File: config.mk
export PLATFORM = sky130hd
export DESIGN_NAME = dn_value_escaper_top
export DESIGN_NICKNAME = d
export VERILOG_FILES = /design/src/sv/dnve_pkg.sv /design/src/sv/dnve_classify.sv /design/src/sv/dnve_queue.sv /design/src/sv/dnve_emit.sv /design/src/sv/dn_value_escaper_top.sv
export SDC_FILE = /design/constraint.sdc
export NUM_CORES = 1
export LEC_CHECK = 0
export ABC_AREA = 1
export BUFFER_PORTS_ARGS = -buffer_cell sky130_fd_sc_hd__buf_2
export CORE_UTILIZATION = 31
export CTS_CLUSTER_DIAMETER = 30
export DETAILED_ROUTE_END_ITERATION = 12
export PLACE_DENSITY = 0.47
export SYNTH_ARGS = -nofsm -noshare
export SYNTH_HDL_FRONTEND = slang
export SYNTH_SLANG_ARGS = --single-unit
export TNS_END_PERCENT = 20
File: constraint.sdc
create_clock -name i_clk -period 3.7 [get_ports i_clk]
set_clock_uncertainty 0.05 [all_clocks]
set_input_delay 0.37 -clock i_clk [delete_from_list [all_inputs] [get_ports i_clk]]
set_output_delay 0.37 -clock i_clk [all_outputs]
set_load 0.05 [all_outputs]
File: src/sv/dnve_pkg.sv
// ----------------------------------------------------------------------------
// dnve_pkg
// Shared types, character constants and helpers for the DN value escaper.
// ----------------------------------------------------------------------------
package dnve_pkg;

    // Character constants
    localparam logic [7:0] C_SPACE     = 8'h20;
    localparam logic [7:0] C_QUOTE     = 8'h22;
    localparam logic [7:0] C_HASH      = 8'h23;
    localparam logic [7:0] C_PLUS      = 8'h2B;
    localparam logic [7:0] C_COMMA     = 8'h2C;
    localparam logic [7:0] C_SEMI      = 8'h3B;
    localparam logic [7:0] C_LESS      = 8'h3C;
    localparam logic [7:0] C_EQUAL     = 8'h3D;
    localparam logic [7:0] C_GREATER   = 8'h3E;
    localparam logic [7:0] C_BACKSLASH = 8'h5C;
    localparam logic [7:0] C_TILDE     = 8'h7E;
    localparam logic [7:0] C_DIGIT_0   = 8'h30;
    localparam logic [7:0] C_LETTER_A  = 8'h41;

    // Reset value of the compatibility register
    localparam logic COMPAT_RESET = 1'b1;

    // Queue between classifier and emitter
    localparam int QUEUE_DEPTH = 4;
    localparam int QUEUE_AW    = $clog2(QUEUE_DEPTH);

    // Input word
    typedef struct packed {
        logic [7:0] value_byte;
        logic       first_of_value;
        logic       last_of_value;
        logic       hex_dump;
    } t_in_word;

    // Result word
    typedef struct packed {
        logic [7:0] out_char;
        logic       out_last;
    } t_out_word;

    // Classified byte: up to three characters and index of the last one
    typedef struct packed {
        logic [2:0][7:0] chars;
        logic [1:0]      last_idx;
    } t_plan;

    // Uppercase hex digit for a nibble
    function automatic logic [7:0] hex_digit(input logic [3:0] nibble);
        logic [7:0] res;
        if (nibble < 4'd10) begin
            res = C_DIGIT_0 + {4'd0, nibble};
        end else begin
            res = C_LETTER_A + {4'd0, nibble} - 8'd10;
        end
        return res;
    endfunction

endpackage

File: src/sv/dnve_classify.sv
// ----------------------------------------------------------------------------
// dnve_classify
// Front end: decides the escape form of one byte and builds its plan.
// ----------------------------------------------------------------------------
module dnve_classify
    import dnve_pkg::*;
(
    input  t_in_word i_word,
    input  logic     i_compat_mode,
    output t_plan    o_plan
);

    logic [7:0] c;
    logic       special;
    logic       printable;

    // Flag characters that always need a backslash, plus '#' and '=' in compat mode
    always_comb begin
        c         = i_word.value_byte;
        special   = (c inside {C_BACKSLASH, C_QUOTE, C_PLUS, C_COMMA,
                               C_SEMI, C_LESS, C_GREATER}) ||
                    (i_compat_mode && (c inside {C_HASH, C_EQUAL}));
        printable = (c >= C_SPACE) && (c <= C_TILDE);
    end

    // Build the character sequence, rules in priority order
    always_comb begin
        o_plan = '0;
        if (i_word.hex_dump) begin
            if (i_word.first_of_value) begin
                o_plan.chars[0] = C_HASH;
                o_plan.chars[1] = hex_digit(c[7:4]);
                o_plan.chars[2] = hex_digit(c[3:0]);
                o_plan.last_idx = 2'd2;
            end else begin
                o_plan.chars[0] = hex_digit(c[7:4]);
                o_plan.chars[1] = hex_digit(c[3:0]);
                o_plan.last_idx = 2'd1;
            end
        end else if (i_word.first_of_value && (c == C_SPACE || c == C_HASH)) begin
            o_plan.chars[0] = C_BACKSLASH;
            o_plan.chars[1] = c;
            o_plan.last_idx = 2'd1;
        end else if (i_word.last_of_value && c == C_SPACE) begin
            o_plan.chars[0] = C_BACKSLASH;
            o_plan.chars[1] = C_SPACE;
            o_plan.last_idx = 2'd1;
        end else if (special) begin
            o_plan.chars[0] = C_BACKSLASH;
            o_plan.chars[1] = c;
            o_plan.last_idx = 2'd1;
        end else if (printable) begin
            o_plan.chars[0] = c;
            o_plan.last_idx = 2'd0;
        end else begin
            o_plan.chars[0] = C_BACKSLASH;
            o_plan.chars[1] = hex_digit(c[7:4]);
            o_plan.chars[2] = hex_digit(c[3:0]);
            o_plan.last_idx = 2'd2;
        end
    end

endmodule

File: src/sv/dnve_queue.sv
// ----------------------------------------------------------------------------
// dnve_queue
// Short queue of classified plans between front end and emitter.
// ----------------------------------------------------------------------------
module dnve_queue
    import dnve_pkg::*;
(
    input  logic  i_clk,
    input  logic  i_rst_n,
    input  logic  i_wr_en,
    input  t_plan i_wr_plan,
    output logic  o_full,
    input  logic  i_rd_en,
    output t_plan o_rd_plan,
    output logic  o_empty
);

    t_plan                r_slots [QUEUE_DEPTH];
    logic [QUEUE_AW-1:0]  r_wr_ptr, n_wr_ptr;
    logic [QUEUE_AW-1:0]  r_rd_ptr, n_rd_ptr;
    logic [QUEUE_AW:0]    r_count,  n_count;
    logic                 do_wr;
    logic                 do_rd;

    assign o_full    = (r_count == (QUEUE_AW+1)'(QUEUE_DEPTH));
    assign o_empty   = (r_count == '0);
    assign do_wr     = i_wr_en && !o_full;
    assign do_rd     = i_rd_en && !o_empty;
    assign o_rd_plan = r_slots[r_rd_ptr];

    // Advance pointers and occupancy
    always_comb begin
        n_wr_ptr = do_wr ? r_wr_ptr + QUEUE_AW'(1) : r_wr_ptr;
        n_rd_ptr = do_rd ? r_rd_ptr + QUEUE_AW'(1) : r_rd_ptr;
        n_count  = r_count + (QUEUE_AW+1)'(do_wr) - (QUEUE_AW+1)'(do_rd);
    end

    always_ff @(posedge i_clk) begin
        if (!i_rst_n) begin
            r_wr_ptr <= '0;
            r_rd_ptr <= '0;
            r_count  <= '0;
        end else begin
            r_wr_ptr <= n_wr_ptr;
            r_rd_ptr <= n_rd_ptr;
            r_count  <= n_count;
        end
    end

    // Store the plan
    always_ff @(posedge i_clk) begin
        if (do_wr) begin
            r_slots[r_wr_ptr] <= i_wr_plan;
        end
    end

endmodule

File: src/sv/dnve_emit.sv
// ----------------------------------------------------------------------------
// dnve_emit
// Back end: walks the head plan into a register, one char per cycle unless held.
// ----------------------------------------------------------------------------
module dnve_emit
    import dnve_pkg::*;
(
    input  logic      i_clk,
    input  logic      i_rst_n,
    input  t_plan     i_plan,
    input  logic      i_plan_empty,
    output logic      o_plan_take,
    output t_out_word o_word,
    output logic      o_empty,
    input  logic      i_pop
);

    logic [1:0] r_idx, n_idx;
    logic       r_out_valid, n_out_valid;
    t_out_word  r_out;
    logic       load;
    logic       at_last;

    // Load a character when the output register is free or being drained
    assign load        = !i_plan_empty && (!r_out_valid || i_pop);
    assign at_last     = (r_idx == i_plan.last_idx);
    assign o_plan_take = load && at_last;
    assign o_word      = r_out;
    assign o_empty     = !r_out_valid;

    always_comb begin
        n_idx       = r_idx;
        n_out_valid = r_out_valid;
        if (load) begin
            n_idx       = at_last ? 2'd0 : r_idx + 2'd1;
            n_out_valid = 1'b1;
        end else if (i_pop) begin
            n_out_valid = 1'b0;
        end
    end

    always_ff @(posedge i_clk) begin
        if (!i_rst_n) begin
            r_idx       <= '0;
            r_out_valid <= 1'b0;
        end else begin
            r_idx       <= n_idx;
            r_out_valid <= n_out_valid;
        end
    end

    // Hold the result word
    always_ff @(posedge i_clk) begin
        if (load) begin
            r_out.out_char <= i_plan.chars[r_idx];
            r_out.out_last <= at_last;
        end
    end

endmodule

File: src/sv/dn_value_escaper_top.sv
// ----------------------------------------------------------------------------
// dn_value_escaper_top
// Escapes distinguished-name attribute value bytes into string-form characters.
// ----------------------------------------------------------------------------
// Usage:
//   Input side is a queue: drive i_in_word and raise push; a word is taken
//   at a clock edge with push high and full low.
//   Output side is a queue: while empty is low, o_out_word holds the oldest
//   character; pop high at a clock edge takes it. out_last marks the final
//   character of each input byte.
//   Config: i_cfg_compat_mode is written when i_cfg_valid and o_cfg_ready
//   are high (ready is always high); write only while the block is idle.
// Timing:
//   A taken byte is stored in the plan queue, and its characters are then
//   registered one by one in the emitter's output register. The emitter
//   gives one character per cycle while pop keeps that register drained;
//   a byte makes 1 to 3 characters (plain, escaped, or backslash plus two hex
//   digits). A four-entry plan queue lets input be taken while results wait.
// Reset and stall:
//   Synchronous active-low reset empties the queue and output register and
//   sets compat mode to 1. When pop stays low, the output holds, the queue
//   fills and full is raised; nothing is lost.
// ----------------------------------------------------------------------------
module dn_value_escaper_top
    import dnve_pkg::*;
(
    input  logic      i_clk,
    input  logic      i_rst_n,
    input  logic      push,
    input  t_in_word  i_in_word,
    output logic      full,
    output logic      empty,
    input  logic      pop,
    output t_out_word o_out_word,
    input  logic      i_cfg_valid,
    output logic      o_cfg_ready,
    input  logic      i_cfg_compat_mode
);

    logic  r_compat_mode;
    t_plan front_plan;
    t_plan head_plan;
    logic  q_empty;
    logic  q_take;

    assign o_cfg_ready = 1'b1;

    // Compatibility register
    always_ff @(posedge i_clk) begin
        if (!i_rst_n) begin
            r_compat_mode <= COMPAT_RESET;
        end else if (i_cfg_valid && o_cfg_ready) begin
            r_compat_mode <= i_cfg_compat_mode;
        end
    end

    dnve_classify u_classify (
        .i_word        (i_in_word),
        .i_compat_mode (r_compat_mode),
        .o_plan        (front_plan)
    );

    dnve_queue u_queue (
        .i_clk     (i_clk),
        .i_rst_n   (i_rst_n),
        .i_wr_en   (push),
        .i_wr_plan (front_plan),
        .o_full    (full),
        .i_rd_en   (q_take),
        .o_rd_plan (head_plan),
        .o_empty   (q_empty)
    );

    dnve_emit u_emit (
        .i_clk        (i_clk),
        .i_rst_n      (i_rst_n),
        .i_plan       (head_plan),
        .i_plan_empty (q_empty),
        .o_plan_take  (q_take),
        .o_word       (o_out_word),
        .o_empty      (empty),
        .i_pop        (pop)
    );

endmodule

==> metrics.txt <==
Req. time, crit path 3.98 ns; leakage 0.002637 uW; number of synthesized flops with an enable pin 109; worst-margin pin slew 0.7451 ns; ANT cells 0; Final #Nets 625; register area 3533 sq um; per-cell routed wire length 16.64 microns; Synth Register Bits 122; Syn Area/Cell 10.48 sq um; Post-CTS Repair Setup Buffers 0; cts hold-fix bufs 0; DRC 2; Final Power 4937 uW; Post-Synth Adder-Cell Area 0.03597; status complete, but fails checks; count leader, synth edfxtp_1; # resized after CTS 0; wire length of the first global-routing pass 22,080 microns; fillers 1,790; reg-to-reg slack, setup 0.65 ns; gr usage total 0.1541; PnR worst setup slack 0.6537 ns; biggest area consumer among synthesized cells edfxtp_1; DRT Pass-1 Iters 8; startpoint types register; row count 49; Port Buffers 27; gpl congestion 0.8701; Pwr Density 724.9 nW/um^2; Relative slew margins 0.4999; maximum root-to-sink buffer count 2; via/cell ratio 4.820; die width 138.5 microns; Design Area, Final 6810 sq um; Worst EP arrival 3.33 ns; largest net degree at the start of global routing 36; routed wire length 13,880 microns; CTS clk-pin slew, worst paths 0.06 ns; fin crit share 0.8233; Setup CP Type reg -> reg; Core Region 18,090 sq um; FMAX 328.3 MHz; DP Wirelength 9173 microns; share of cells above drive strength 1 0.1702; CTS tree built; Post-Syn Area 5774 sq um; crit path capture type register; clk_lat worst skew 0.41 ns; Synth Area in XOR/XNOR 0.01322; failing checks design-rule violations; fraction of registers with async set/reset 0; maxcap violations 0; post-synthesis compound-gate area fraction 0.1226; vias in the first global route 4,001; Synth cell types 39; Post-synth top flop edfxtp_1; Hold Path Class in -> reg; mux cell area share after synthesis 0; setup slack at placement 0.6268 ns; YS warnings 0; Period minus WS final 3.046 ns; Commonest cells post-synth edfxtp_1 (109), nor2_1 (87), o21ai_0 (64); sequential share of the synthesized area 0.6119; Hold Slack 0.1126 ns; final setup violating endpoints 0; Die Y 138.5 microns; Mapped Cells 551; CTS buffer count 17; clk sink count 122; largest family of logic cells by synthesized area simple AND/OR/NAND/NOR gates; Initial Util 0.3193; IO Count 29; Final Hold Viols 0; hold depth 2; DP Area 6201 sq um; initial detailed-routing violation count 338; largest fanout on the critical path 35; vias 4,020; Reg2Reg Depth 13; initial antenna violation count 0; CTS root buffer clkbuf_16; GRT overflow 0; Final Slew Violations 0; top cells by area, synth edfxtp_1 (57%), nor2_1 (5.7%), o21ai_0 (5.5%), dfxtp_1 (4.5%), nand2_1 (3.8%); Layout Area Growth over Synthesis 17.94%; die area 19,180 sq um; post-synth top area share 0.5668; setup_tns 0 ns; Detail Route Antenna Nets 0; RSZ-0062 raised after global routing no; Multi-input gate area 1952 sq um; Peak VDD IR 0.2810 mV; simple-gate area share of the yosys netlist 0.1575; H-tree depth 4
-- worst max-delay path, cell delays in order (launching register included) --
cell and delay, ns:
dfxtp_1 0.68, inv_2 0.40, nand2_1 0.13, nand3_1 0.08, nand2_1 0.13, xor2_2 0.09, nand3_2 0.15, inv_2 0.07
ha_1 0.27, inv_1 0.04, ha_1 0.19, fa_1 0.38, and3_1 0.19, nor3_1 0.12
-- metrics by stage --
step,cells,utilization
after floorplan,558,-
after global placement,802,0.3429
after detailed placement,802,0.3429
after CTS,834,0.3765
after global routing,834,0.3765
final,834,0.3765
-- routing by layer --
layer	vias to the layer above	wire (microns)	GRT usage	part of all wire
met5	-	0	0	0
met4	0	293	0.06978	0.021
met3	19	393	0.03117	0.028
met2	78	6858	0.2586	0.49
met1	1929	6334	0.1914	0.46
li1	1994	-	-	-
-- flip-flops by register name, indices dropped and copies added, names as in the netlist, named ones only --
signal	flops
u_emit.r_out_valid	1
u_emit.o_word	9
u_queue.r_wr_ptr	2
u_queue.r_count	3
u_queue.r_slots	100
u_queue.r_rd_ptr	2
r_compat_mode	1
u_emit.r_idx	2
-- kinds of logic after synthesis --
group | Yosys count
AND/OR/NAND/NOR | 204
buffers and inverters | 79
XOR/XNOR | 7
flip-flops | 122
other | 2
adder cells (fa/ha/maj) | 16
AO/OA/AOI/OAI | 121
-- cell usage in the layout, fill, tap and decap left out, types with 3 or more instances in the layout --
cell,Yosys,routed
a21oi_1,13,13
o21ai_0,64,64
xor2_1,5,5
buf_4,1,10
o22ai_1,15,15
buf_2,9,27
clkinv_1,1,3
inv_2,5,5
nand3_2,3,3
clkbuf_16,0,17
conb_1,2,9
o211ai_1,6,6
edfxtp_1,109,109
o21ai_1,4,4
bufinv_16,0,4
o221ai_1,11,11
dfxtp_1,13,13
nand4_1,3,3
nand2_1,59,59
nor2_1,87,83
ha_1,15,15
clkinv_4,0,3
inv_1,49,49
nand3_1,29,29
clkinv_2,0,3
nand2_2,12,12
nor2_2,2,6
-- area by class of cell --
class / instances / area share
repair buffers: 37 / 0.03087
well taps: 229 / 0.04207
flip-flops and latches: 122 / 0.5188
inverters: 57 / 0.03215
clock inverters: 13 / 0.02590
clock buffers: 19 / 0.06357
multi-input cells: 357 / 0.2866
-- power breakdown --
| group | internal, uW | switching, uW | leakage (uW) |
|---|---|---|---|
| clock | 1120 | 575 | 0.000296 |
| sequential | 1790 | 115 | 0.00112 |
| combinational | 370 | 965 | 0.00122 |
| total | 3280 | 1660 | 0.00264 |
-- final timing paths --
check / end / start
min: r_compat_mode$_SDFFE_PN1P_ / i_cfg_valid
max reg2reg: u_queue.r_count[2]$_SDFF_PN0_ / register
min reg2reg: r_compat_mode$_SDFFE_PN1P_ / r_compat_mode$_SDFFE_PN1P_
max: u_queue.r_count[2]$_SDFF_PN0_ / register
(Power assumes the default switching activity.)
